===== src/rtl/core/acsp_pkg.sv =====
// Shared types and constants for the ANSI CSI sequence parser.
// No dependencies; imported by the parser top level and its checker.
package acsp_pkg;

    // Default width of a collected decimal parameter
    localparam int PARAM_BITS_DEF = 16;

    // Configuration register indexes
    localparam logic CFG_DEFAULT_FG = 1'b0;
    localparam logic CFG_DEFAULT_BG = 1'b1;

    // Event kinds of a result transaction
    localparam logic [2:0] KIND_TEXT   = 3'd0;
    localparam logic [2:0] KIND_ATTR   = 3'd1;
    localparam logic [2:0] KIND_MODES  = 3'd2;
    localparam logic [2:0] KIND_MOVE   = 3'd3;
    localparam logic [2:0] KIND_HOME   = 3'd4;
    localparam logic [2:0] KIND_CLEAR  = 3'd5;
    localparam logic [2:0] KIND_EOL    = 3'd6;
    localparam logic [2:0] KIND_DELETE = 3'd7;

    // Cursor move directions
    localparam logic [1:0] DIR_UP    = 2'd0;
    localparam logic [1:0] DIR_DOWN  = 2'd1;
    localparam logic [1:0] DIR_RIGHT = 2'd2;
    localparam logic [1:0] DIR_LEFT  = 2'd3;

    // Byte codes
    localparam logic [7:0] CH_ESC      = 8'd27;
    localparam logic [7:0] CH_LBRACKET = 8'h5B;
    localparam logic [7:0] CH_SEMI     = 8'h3B;
    localparam logic [7:0] CH_DIGIT0   = 8'h30;
    localparam logic [7:0] CH_DIGIT9   = 8'h39;
    localparam logic [7:0] CH_FINAL_LO = 8'd64;
    localparam logic [7:0] CH_FINAL_HI = 8'd126;
    localparam logic [7:0] CH_ESC_HI   = 8'd95;
    localparam logic [7:0] CH_SGR      = 8'h6D;  // 'm'
    localparam logic [7:0] CH_MODE_SET = 8'h68;  // 'h'
    localparam logic [7:0] CH_MODE_RST = 8'h6C;  // 'l'
    localparam logic [7:0] CH_UP       = 8'h41;  // 'A'
    localparam logic [7:0] CH_DOWN     = 8'h42;  // 'B'
    localparam logic [7:0] CH_RIGHT    = 8'h43;  // 'C'
    localparam logic [7:0] CH_LEFT     = 8'h44;  // 'D'
    localparam logic [7:0] CH_HOME     = 8'h48;  // 'H'
    localparam logic [7:0] CH_CLEAR    = 8'h4A;  // 'J'
    localparam logic [7:0] CH_EOL      = 8'h4B;  // 'K'
    localparam logic [7:0] CH_DELETE   = 8'h50;  // 'P'

    // SGR parameter codes
    localparam int SGR_RESET     = 0;
    localparam int SGR_BOLD      = 1;
    localparam int SGR_UNDERLINE = 4;
    localparam int SGR_BLINK     = 5;
    localparam int SGR_REVERSE   = 7;
    localparam int SGR_FG_LO     = 30;
    localparam int SGR_FG_HI     = 37;
    localparam int SGR_FG_DEF    = 39;
    localparam int SGR_BG_LO     = 40;
    localparam int SGR_BG_HI     = 47;
    localparam int SGR_BG_DEF    = 49;

    // Mode flag parameters
    localparam int MODE_OVERWRITE = 4;
    localparam int MODE_ECHO      = 12;

    // Reset values of the default colour registers
    localparam logic [2:0] RESET_FG = 3'd7;
    localparam logic [2:0] RESET_BG = 3'd0;

    // Parser phase, one-hot
    typedef enum logic [2:0] {
        PH_TEXT = 3'b001,
        PH_ESC  = 3'b010,
        PH_CSI  = 3'b100
    } phase_t;

    // Display attributes
    typedef struct packed {
        logic [2:0] bg;
        logic [2:0] fg;
        logic       rev;
        logic       blink;
        logic       under;
        logic       bold;
    } attr_t;

    // Terminal modes
    typedef struct packed {
        logic echo;
        logic overwrite;
    } modes_t;

    // One result transaction
    typedef struct packed {
        logic [2:0]  kind;
        logic [7:0]  text;
        logic [15:0] amount;
        logic [1:0]  dir;
        attr_t       attr;
        modes_t      modes;
    } result_t;

endpackage


===== src/rtl/core/ansi_csi_sequence_parser.sv =====
// ANSI escape / CSI sequence parser, top level.
// Depends on acsp_pkg for types, byte codes and event kinds.

// One byte is taken per clock cycle while in_stall is low; the parser state
// is updated in that same cycle, and a result, if the byte causes one, goes
// to the result register, or to the one skid entry while that register
// still holds one, so bytes keep flowing while a result waits; in_stall
// rises only when both entries hold results that the receiver has not
// taken. The decimal multiply-accumulate and the SGR decode of one parameter
// are the longest paths, both a handful of gates on PARAM_BITS-wide values.
module ansi_csi_sequence_parser #(
    parameter int PARAM_BITS = acsp_pkg::PARAM_BITS_DEF
) (
    input  logic        clk,
    input  logic        rst_n,
    // configuration write port
    input  logic        cfg_we,
    input  logic        cfg_index,
    input  logic [2:0]  cfg_data,
    // input byte channel
    input  logic        in_valid,
    output logic        in_stall,
    input  logic [7:0]  rx_byte,
    // result channel
    output logic        out_valid,
    input  logic        out_stall,
    output logic [2:0]  event_kind,
    output logic [7:0]  text_byte,
    output logic [15:0] amount,
    output logic [1:0]  direction,
    output logic        bold,
    output logic        underline,
    output logic        blink,
    output logic        reverse_video,
    output logic [2:0]  fg_colour,
    output logic [2:0]  bg_colour,
    output logic        overwrite_mode,
    output logic        echo_mode
);
    import acsp_pkg::*;

    localparam int PW   = PARAM_BITS;
    localparam int MW   = PARAM_BITS + 4;
    localparam int WIDE = (PARAM_BITS > 16) ? PARAM_BITS : 17;

    localparam attr_t RESET_ATTR = '{bg: RESET_BG, fg: RESET_FG, default: 1'b0};

    // configuration
    logic [2:0] dfg_reg;
    logic [2:0] dbg_reg;

    // parser state
    phase_t        phase_reg, phase_next;
    logic [PW-1:0] param_reg, param_next;
    logic          has_digit_reg, has_digit_next;
    logic          bad_reg, bad_next;
    logic [PW-1:0] first_reg, first_next;
    logic          have_first_reg, have_first_next;
    attr_t         pending_reg, pending_next;
    modes_t        saw_reg, saw_next;
    attr_t         committed_reg, committed_next;
    modes_t        modes_reg, modes_next;

    // output register and skid entry
    result_t out_reg, out_next;
    logic    out_valid_reg, out_valid_next;
    result_t skid_reg, skid_next;
    logic    skid_valid_reg, skid_valid_next;

    logic    in_fire;
    logic    out_fire;
    logic    emit;
    result_t res;
    logic [2:0]  res_kind;
    logic [7:0]  res_text;
    logic [15:0] res_amount;
    logic [1:0]  res_dir;

    // parameter end helpers
    logic          ep_valid;
    attr_t         sgr_attr;
    modes_t        saw_add;
    attr_t         pending_end;
    modes_t        saw_end;
    logic [PW-1:0] first_end;
    logic [PW-1:0] count_raw;
    logic [WIDE-1:0] count_ext;
    logic [15:0]   count_sat;
    logic [PW-1:0] fg_off;
    logic [MW-1:0] acc;
    logic [7:0]    digit;

    assign in_fire  = in_valid && !in_stall;
    assign out_fire = out_valid_reg && !out_stall;
    assign in_stall = skid_valid_reg;

    // configuration registers
    always_ff @(posedge clk or negedge rst_n)
    begin
        if (!rst_n)
        begin
            dfg_reg <= RESET_FG;
            dbg_reg <= RESET_BG;
        end
        else if (cfg_we)
        begin
            if (cfg_index == CFG_DEFAULT_FG)
                dfg_reg <= cfg_data;
            else
                dbg_reg <= cfg_data;
        end
    end

    // SGR decode of the parameter being closed
    always_comb
    begin
        sgr_attr = pending_reg;
        fg_off   = param_reg - PW'(SGR_FG_LO);
        if (param_reg == PW'(SGR_RESET))
        begin
            sgr_attr    = '0;
            sgr_attr.fg = dfg_reg;
            sgr_attr.bg = dbg_reg;
        end
        else if (param_reg == PW'(SGR_BOLD))
            sgr_attr.bold = 1'b1;
        else if (param_reg == PW'(SGR_UNDERLINE))
            sgr_attr.under = 1'b1;
        else if (param_reg == PW'(SGR_BLINK))
            sgr_attr.blink = 1'b1;
        else if (param_reg == PW'(SGR_REVERSE))
            sgr_attr.rev = 1'b1;
        else if (param_reg >= PW'(SGR_FG_LO) && param_reg <= PW'(SGR_FG_HI))
            sgr_attr.fg = fg_off[2:0];
        else if (param_reg == PW'(SGR_FG_DEF))
            sgr_attr.fg = dfg_reg;
        else if (param_reg >= PW'(SGR_BG_LO) && param_reg <= PW'(SGR_BG_HI))
            sgr_attr.bg = param_reg[2:0];  // 40 is a multiple of 8
        else if (param_reg == PW'(SGR_BG_DEF))
            sgr_attr.bg = dbg_reg;
    end

    // state as it stands after the current parameter is closed
    always_comb
    begin
        ep_valid          = has_digit_reg && !bad_reg;
        saw_add.overwrite = (param_reg == PW'(MODE_OVERWRITE));
        saw_add.echo      = (param_reg == PW'(MODE_ECHO));
        pending_end       = ep_valid ? sgr_attr : pending_reg;
        saw_end           = ep_valid ? (saw_reg | saw_add) : saw_reg;
        first_end         = (ep_valid && !have_first_reg) ? param_reg : first_reg;
        count_raw         = (have_first_reg || ep_valid) ? first_end : PW'(1);
        count_ext         = WIDE'(count_raw);
        count_sat         = (|count_ext[WIDE-1:16]) ? 16'hFFFF : count_ext[15:0];
    end

    // decimal accumulate with saturation
    always_comb
    begin
        digit = rx_byte - CH_DIGIT0;
        acc   = (MW'(param_reg) << 3) + (MW'(param_reg) << 1) + MW'(digit[3:0]);
    end

    // per-byte parser step
    always_comb
    begin
        phase_next      = phase_reg;
        param_next      = param_reg;
        has_digit_next  = has_digit_reg;
        bad_next        = bad_reg;
        first_next      = first_reg;
        have_first_next = have_first_reg;
        pending_next    = pending_reg;
        saw_next        = saw_reg;
        committed_next  = committed_reg;
        modes_next      = modes_reg;
        emit            = 1'b0;
        res_kind        = KIND_TEXT;
        res_text        = '0;
        res_amount      = '0;
        res_dir         = DIR_UP;

        case (phase_reg)
            PH_ESC:
            begin
                if (rx_byte == CH_LBRACKET)
                begin
                    phase_next      = PH_CSI;
                    param_next      = '0;
                    has_digit_next  = 1'b0;
                    bad_next        = 1'b0;
                    first_next      = '0;
                    have_first_next = 1'b0;
                    saw_next        = '0;
                    pending_next    = committed_reg;
                end
                else
                begin
                    phase_next = PH_TEXT;
                    if (!(rx_byte inside {[CH_FINAL_LO:CH_ESC_HI]}))
                    begin
                        emit     = 1'b1;
                        res_text = rx_byte;
                    end
                end
            end
            PH_CSI:
            begin
                if (rx_byte inside {[CH_DIGIT0:CH_DIGIT9]})
                begin
                    param_next     = (|acc[MW-1:PW]) ? '1 : acc[PW-1:0];
                    has_digit_next = 1'b1;
                end
                else if (rx_byte == CH_SEMI)
                begin
                    pending_next    = pending_end;
                    saw_next        = saw_end;
                    first_next      = first_end;
                    have_first_next = have_first_reg || ep_valid;
                    param_next      = '0;
                    has_digit_next  = 1'b0;
                    bad_next        = 1'b0;
                end
                else if (!(rx_byte inside {[CH_FINAL_LO:CH_FINAL_HI]}))
                    bad_next = 1'b1;
                else
                begin
                    // final byte: close parameter and act
                    pending_next    = pending_end;
                    saw_next        = saw_end;
                    first_next      = first_end;
                    have_first_next = have_first_reg || ep_valid;
                    param_next      = '0;
                    has_digit_next  = 1'b0;
                    bad_next        = 1'b0;
                    phase_next      = PH_TEXT;
                    emit            = 1'b1;
                    case (rx_byte)
                        CH_SGR:
                        begin
                            committed_next = pending_end;
                            res_kind       = KIND_ATTR;
                        end
                        CH_MODE_SET:
                        begin
                            modes_next = modes_reg & ~saw_end;
                            res_kind   = KIND_MODES;
                        end
                        CH_MODE_RST:
                        begin
                            modes_next = modes_reg | saw_end;
                            res_kind   = KIND_MODES;
                        end
                        CH_UP:
                        begin
                            res_kind   = KIND_MOVE;
                            res_amount = count_sat;
                            res_dir    = DIR_UP;
                        end
                        CH_DOWN:
                        begin
                            res_kind   = KIND_MOVE;
                            res_amount = count_sat;
                            res_dir    = DIR_DOWN;
                        end
                        CH_RIGHT:
                        begin
                            res_kind   = KIND_MOVE;
                            res_amount = count_sat;
                            res_dir    = DIR_RIGHT;
                        end
                        CH_LEFT:
                        begin
                            res_kind   = KIND_MOVE;
                            res_amount = count_sat;
                            res_dir    = DIR_LEFT;
                        end
                        CH_HOME:   res_kind = KIND_HOME;
                        CH_CLEAR:  res_kind = KIND_CLEAR;
                        CH_EOL:    res_kind = KIND_EOL;
                        CH_DELETE:
                        begin
                            res_kind   = KIND_DELETE;
                            res_amount = count_sat;
                        end
                        default:   emit = 1'b0;  // unknown final
                    endcase
                end
            end
            default:
            begin
                // plain text
                phase_next = PH_TEXT;
                if (rx_byte == CH_ESC)
                    phase_next = PH_ESC;
                else
                begin
                    emit     = 1'b1;
                    res_text = rx_byte;
                end
            end
        endcase

        res.kind   = res_kind;
        res.text   = res_text;
        res.amount = res_amount;
        res.dir    = res_dir;
        res.attr   = committed_next;
        res.modes  = modes_next;
    end

    // parser state registers
    always_ff @(posedge clk or negedge rst_n)
    begin
        if (!rst_n)
        begin
            phase_reg      <= PH_TEXT;
            param_reg      <= '0;
            has_digit_reg  <= 1'b0;
            bad_reg        <= 1'b0;
            first_reg      <= '0;
            have_first_reg <= 1'b0;
            pending_reg    <= RESET_ATTR;
            saw_reg        <= '0;
            committed_reg  <= RESET_ATTR;
            modes_reg      <= '0;
        end
        else if (in_fire)
        begin
            phase_reg      <= phase_next;
            param_reg      <= param_next;
            has_digit_reg  <= has_digit_next;
            bad_reg        <= bad_next;
            first_reg      <= first_next;
            have_first_reg <= have_first_next;
            pending_reg    <= pending_next;
            saw_reg        <= saw_next;
            committed_reg  <= committed_next;
            modes_reg      <= modes_next;
        end
    end

    // output register and skid entry
    always_comb
    begin
        out_next        = out_reg;
        out_valid_next  = out_valid_reg;
        skid_next       = skid_reg;
        skid_valid_next = skid_valid_reg;
        if (skid_valid_reg)
        begin
            // input is stalled; drain skid into the output register
            if (out_fire)
            begin
                out_next        = skid_reg;
                skid_valid_next = 1'b0;
            end
        end
        else if (!out_valid_reg || out_fire)
        begin
            out_next       = res;
            out_valid_next = in_fire && emit;
        end
        else if (in_fire && emit)
        begin
            skid_next       = res;
            skid_valid_next = 1'b1;
        end
    end

    always_ff @(posedge clk or negedge rst_n)
    begin
        if (!rst_n)
        begin
            out_valid_reg  <= 1'b0;
            skid_valid_reg <= 1'b0;
        end
        else
        begin
            out_valid_reg  <= out_valid_next;
            skid_valid_reg <= skid_valid_next;
        end
    end

    always_ff @(posedge clk)
    begin
        out_reg  <= out_next;
        skid_reg <= skid_next;
    end

    // result ports
    assign out_valid      = out_valid_reg;
    assign event_kind     = out_reg.kind;
    assign text_byte      = out_reg.text;
    assign amount         = out_reg.amount;
    assign direction      = out_reg.dir;
    assign bold           = out_reg.attr.bold;
    assign underline      = out_reg.attr.under;
    assign blink          = out_reg.attr.blink;
    assign reverse_video  = out_reg.attr.rev;
    assign fg_colour      = out_reg.attr.fg;
    assign bg_colour      = out_reg.attr.bg;
    assign overwrite_mode = out_reg.modes.overwrite;
    assign echo_mode      = out_reg.modes.echo;

endmodule


===== config.mk =====
export PLATFORM = sky130hd
export DESIGN_NAME = ansi_csi_sequence_parser
export DESIGN_NICKNAME = d
export VERILOG_FILES = /design/src/rtl/core/acsp_pkg.sv /design/src/rtl/core/ansi_csi_sequence_parser.sv
export SDC_FILE = /design/constraint.sdc
export NUM_CORES = 1
export LEC_CHECK = 0
export ABC_AREA = 0
export BUFFER_PORTS_ARGS = -buffer_cell sky130_fd_sc_hd__buf_2
export CAP_MARGIN = 15
export CORE_ASPECT_RATIO = 1.1
export CORE_MARGIN = 8
export CORE_UTILIZATION = 35
export DETAILED_ROUTE_END_ITERATION = 6
export PLACE_DENSITY = 0.48
export REMOVE_ABC_BUFFERS = 1
export SLEW_MARGIN = 0
export SYNTH_ARGS = -nofsm -noshare
export SYNTH_HDL_FRONTEND = slang
export SYNTH_SLANG_ARGS = --single-unit

===== constraint.sdc =====
create_clock -name clk -period 4.28 [get_ports clk]
set_input_delay 0.428 -clock clk [delete_from_list [all_inputs] [get_ports clk]]
set_output_delay 0.428 -clock clk [all_outputs]
set_load 0.03 [all_outputs]

After elaboration in Yosys (flattened, before gate mapping):

Index checks and enable logic that the tools add are counted.

* add/sub/neg operators: 4
* div/mod/pow operators: 0
* muxes and demuxes: 102
* magnitude comparators: 9
* shift operators: 0
* bitwise gates (word level): 7
* multiply operators: 0
* equal/unequal tests: 30
* reductions and logical operators: 34

Operators by type and width (number)
* $mux 16: 15
* $mux 41: 3
* $mux 10: 11
* $eq 8x7->1 const B: 12
* $pmux 16 s2: 2
* $eq 16x3->1 const B: 3
* $mux 3: 14
* $eq 16x6->1 const B: 2
* $le 16x6->1 const B: 2
* $mux 8: 4
* $mux 2: 14
* $mux 1: 25
* $pmux 3 s7: 1
* $add 19x17->20: 1
* $add 20x4->20: 1
* $pmux 10 s2: 1
* $eq 16x1->1 const B: 1
* $eq 16x4->1 const B: 1
* $ge 16x5->1 const B: 1
* $ge 16x6->1 const B: 1
* $le 8x7->1 const B: 2
* $logic_not 16->1: 1
* $pmux 8 s2: 1
* $reduce_and 4->1: 3
* other kinds (35): 64

* ROM bits: 0
* register bits: 152
* bits in latches: 0
* memory bits (writable): 0
* memories: 0
* output and inout port bits: 43

Logic depth before layout (Yosys ltp):

* depth in word-level cells: 18
* depth in mapped cells: 10

Least setup slack after synthesis:

No wires, ideal clock.

* kind: input port to flip-flop
* from: in rx_byte[2]
* to: reg skid_reg[0] (netlist bit), enable pin
* path buffers: 2
* library setup time: 0.439 ns
* stages: 8
* slack: 0.421 ns
* data arrival time: 3.419 ns
* required time: 3.841 ns
* path through: buf_2 clkbuf_1 nor2_1 nand2_1 nor4_1 nor3b_1 a221o_1 nor2_1

* longest elaborated chain between the ends: 9
* elaborated cells on any way between the ends: 33
* classes of those cells: order compare: 5; eq/ne: 14; mux: 8; reduce/logical: 6

RTL lines
* start, declared: RTL line ansi_csi_sequence_parser.sv:23 `input logic [7:0] rx_byte,`
* $eq 8x7->1: RTL line ansi_csi_sequence_parser.sv:238 `case (rx_byte)`
* $reduce_or 11->1 (no source line)
* $mux 1: RTL line ansi_csi_sequence_parser.sv:238
* $mux 1: RTL line ansi_csi_sequence_parser.sv:224 `else if (!(rx_byte inside {[CH_FINAL_LO:CH_FINAL_HI]}))`
* $mux 1: RTL line ansi_csi_sequence_parser.sv:214 `else if (rx_byte == CH_SEMI)`
* $mux 1: RTL line ansi_csi_sequence_parser.sv:209 `if (rx_byte inside {[CH_DIGIT0:CH_DIGIT9]})`
* $pmux 1 s2 (*): RTL line ansi_csi_sequence_parser.sv:183 `case (phase_reg)`
* $logic_and 1x1->1 (*): RTL line ansi_csi_sequence_parser.sv:364 `else if (in_fire && emit)`
* $reduce_and 3->1 (no source line) (*)
* end signal, assigned: RTL line ansi_csi_sequence_parser.sv:388 `skid_reg <= skid_next;`
* end, declared: RTL line ansi_csi_sequence_parser.sv:67 `result_t skid_reg, skid_next;`

Mark *: on every way between the ends. The rest lies on a longest branch, timed or not.
A chain may end at the register's enable or synchronous reset.

Worst setup path after layout:

* from: reg param_reg[0]
* to: reg param_reg[15]

* longest elaborated chain between the ends: 6

RTL lines
* start, declared: RTL line ansi_csi_sequence_parser.sv:54 `logic [PW-1:0] param_reg, param_next;`
* start signal, assigned: RTL line ansi_csi_sequence_parser.sv:331 `param_reg <= param_next;`
* $add 19x17->20 (*): RTL line ansi_csi_sequence_parser.sv:161 `acc = (MW'(param_reg) << 3) + (MW'(param_reg) << 1) + MW'(digit[3:0]);`
* $add 20x4->20 (*): RTL line ansi_csi_sequence_parser.sv:161
* $reduce_or 4->1: RTL line ansi_csi_sequence_parser.sv:211 `param_next = (|acc[MW-1:PW]) ? '1 : acc[PW-1:0];`
* $mux 16 (*): RTL line ansi_csi_sequence_parser.sv:211
* $mux 16 (*): RTL line ansi_csi_sequence_parser.sv:209
* $pmux 16 s2 (*): RTL line ansi_csi_sequence_parser.sv:183

Marked as above.

==> flow_metrics.py <==
metrics = {
    "outcome": {
        "status": "completed",
    },
    "critical_path": {
        "start_kind": "flip-flop",
        "crit_slowest_cell": "dfrtp_1",
        "cp.required_ns": 4.63,
        "worstPathMaxFanout": 16,
        "slowest_delay_ns": 0.64,
        "worstPathCellList": "fa_1, fa_1, a21o_1, a221oi_2, o32a_1, nand2b_1, a211oi_4, a221o_1",
        "critical_path_class": "flip-flop to flip-flop",
        "crit_family": "compound AO/OA/AOI/OAI gates",
        "cp.arrival_ns": 3.79,
        "end_kind": "flip-flop",
        "crit_buf_inv": 0,
        "cp_common_cell": "fa_1",
    },
    "timing": {
        "fmax_mhz": 291,
        "worst_slew_pin_slew_ns": 1.05,
        "whs_ns": 0.0371,
        "rsz0062_at_grt": "no",
        "fin_ws_ns": 0.845,
        "min_period_ns": 3.44,
        "report.final.slew_viol_count": 0,
        "fin_crit_sh_pct": 80.3,
        "hold_viol": 0,
        "skew_ns": 0.0141,
        "tns_ns": 0,
        "maxSlewHeadroom_pct": 29.8,
        "setup_viol_count_final": 0,
    },
    "power": {
        "p_seq_share_pct": 47.0,
        "switchingPower_mw": 1.15,
        "p_per_area_nw_per_um2": 414,
        "p_clk_share_pct": 36.8,
        "switching_share_pct": 29.9,
        "p_int_mw": 2.69,
        "max-vdd-ir-drop_mv": 0.230,
        "p_comb_share_pct": 16.1,
        "leakage_nw": 3.84,
    },
    "finish": {
        "final_nets": 790,
        "regArea_um2": 4230,
        "n_antenna_cell": 0,
        "final_layout_size_suffix_gt1_share_pct": 27.1,
        "largest_reg_flops": 41,
        "num-fill-cells": 2228,
        "layout_commonest_cell": "edfxtp_1",
        "final_cell_mix": "82 x edfxtp_1, 78 x nand2_1, 60 x dfrtp_1",
        "fin_area_um2": 9280,
        "area_growth_pct": 13.3,
        "finalNonFillerCells": 1052,
        "multiInputGateArea_um2": 3690,
    },
    "synth": {
        "yosysWarnings": 0,
        "synth_top_cell_by_area": "edfxtp_1",
        "yosysSeqAreaShare_pct": 51.6,
        "ys_seq_elements": 152,
        "synth_cell_types": 83,
        "syn_inst": 692,
        "synth_edf_count": 82,
        "synth-main-ff-cell": "edfxtp_1",
        "synth_area_um2": 8180,
        "ys_async_sr_fraction_pct": 46.1,
        "synth_top_area_share_pct": 30.1,
        "synthTopCellsByArea": "edfxtp_1 30%, dfrtp_1 18%, mux2_2 6.5%",
        "synth.avg_cell_area_um2": 11.8,
    },
    "route": {
        "vias": 5625,
        "viasPerCell": 5.35,
        "totalWireLength_mm": 18.4,
        "drtIter0Drc": 263,
        "wire_per_inst_um": 17.5,
        "remaining_drc_errors": 0,
        "first_pass_iters": 5,
        "final_antenna_net_count": 0,
    },
    "clock_network": {
        "cts_made_buffers": 17,
        "post_cts_resized": 0,
        "cts_sinks": 152,
        "cts_setup_buffers": 0,
        "clk_latency_ns": 0.43,
        "holdBufCountCts": 0,
        "cts_root_buf": "clkbuf_16",
        "cts_tree": "yes",
        "clockBufferDepth": 2,
        "clk_pin_slew_ns": 0.07,
        "htree_num_levels": 4,
    },
    "place": {
        "port_buffers": 59,
        "dpl.hpwl_mm": 13.1,
        "dp_cells": 1019,
        "place_ws_ns": 0.744,
        "gp_congestion": 0.782,
        "postPlaceCellArea_um2": 8720,
    },
    "floorplanning": {
        "die_area_um2": 28500,
        "coreArea_um2": 22900,
        "io_pins": 60,
        "initial_utilization_pct": 35.7,
        "die-width_um": 162,
        "fp-row-count": 58,
        "die_y_um": 176,
    },
    "global_route": {
        "grt_max_degree": 43,
        "antenna_found_initial": 0,
        "grt_pass1_wl_mm": 30.5,
        "grt_overflow": 0,
        "track_usage_pct": 13.2,
        "grt_pass1_vias": 5735,
    },
    "min_path": {
        "worstHoldPathType": "input pin to asynchronous set/reset pin",
    },
    "job": {
        "cap_violations": 0,
    },
}
## routing by layer
layer | share of wire, % | wire length, µm | vias to the layer above | GRT usage [%]
li1 | - | - | 2722 | -
met1 | 48 | 8750 | 2764 | 17.6
met2 | 47 | 8720 | 128 | 21.1
met3 | 4.1 | 748 | 11 | 2.89
met4 | 0.94 | 173 | 0 | 3.90
met5 | 0 | 0 | - | 0
## power groups by stage
stage	clock (mW)	combinational, mW	sequential (mW)
2_1_floorplan	0	0.248	2.01
3_3_place_gp	0	0.630	1.83
3_5_place_dp	0	0.636	1.84
4_1_cts	1.46	0.637	1.81
5_1_grt	1.52	0.675	1.83
6_report	1.41	0.620	1.81
## cell usage after synthesis (all sizes together) (10+ instances only)
library cell and count:
nor4 10, mux2 51, buf 21, ha 32
dfrtp 60, a221o 19, a22o 18, nand2 78
edfxtp 82, and2 10, nor2 26, o21ai 32
dfstp 10, a21oi 47, clkbuf 19, inv 17
## area by class of cell
type,instances,area share (%)
multi-input combinational,482,39.8
clock buffer,18,4.63
inverter,18,0.728
timing repair buffer,68,3.91
sequential,152,45.6
clock inverter,14,1.28
tap,300,4.05
## worst register-to-register path, delay by kind of cell (launching register included)
kind	cells	cell delay (ns)
and+or+nand+nor	1	0.10
DFF	1	0.64
AOI/OAI and AO/OA	5	1.59
adders and majority gates	2	1.02
## stage by stage
| step | util (%) | power, mW |
|---|---|---|
| global route | 40.4 | 4.02 |
| global placement | 38.0 | 2.46 |
| floorplan | - | 2.26 |
| CTS | 40.4 | 3.90 |
| detailed placement | 38.0 | 2.47 |
| finish | 40.4 | 3.84 |
## worst paths after layout
| check | cells past startpoint | start | end | slack, ns |
|---|---|---|---|---|
| setup / recovery | 8 | param_reg[0] | param_reg[15] | 0.84 |
| hold / removal | 1 | rst_n | committed_reg[2] | 0.04 |
| setup reg to reg | 8 | param_reg[0] | param_reg[15] | 0.84 |
| hold reg to reg | 1 | first_reg[8] | first_reg[8] | 0.50 |
| min in group clk | 2 | cfg_data[0] | dbg_reg[0] | 0.25 |
| max in group asynchronous | 2 | rst_n | param_reg[12] | 3.23 |
## kinds of logic (layout without fill, tap and decap cells)
group	after synthesis	count (layout)	share of synthesized area, %
AND/OR/NAND/NOR	197	197	13.9
AO/OA/AOI/OAI	184	184	16.8
multiplexers	55	55	7.69
flip-flops	152	152	51.6
buffers and inverters	58	118	3.32
XOR/XNOR	12	12	1.28
adder cells (fa/ha/maj)	34	34	5.38
Note: power is estimated with default switching activity, not from simulation.
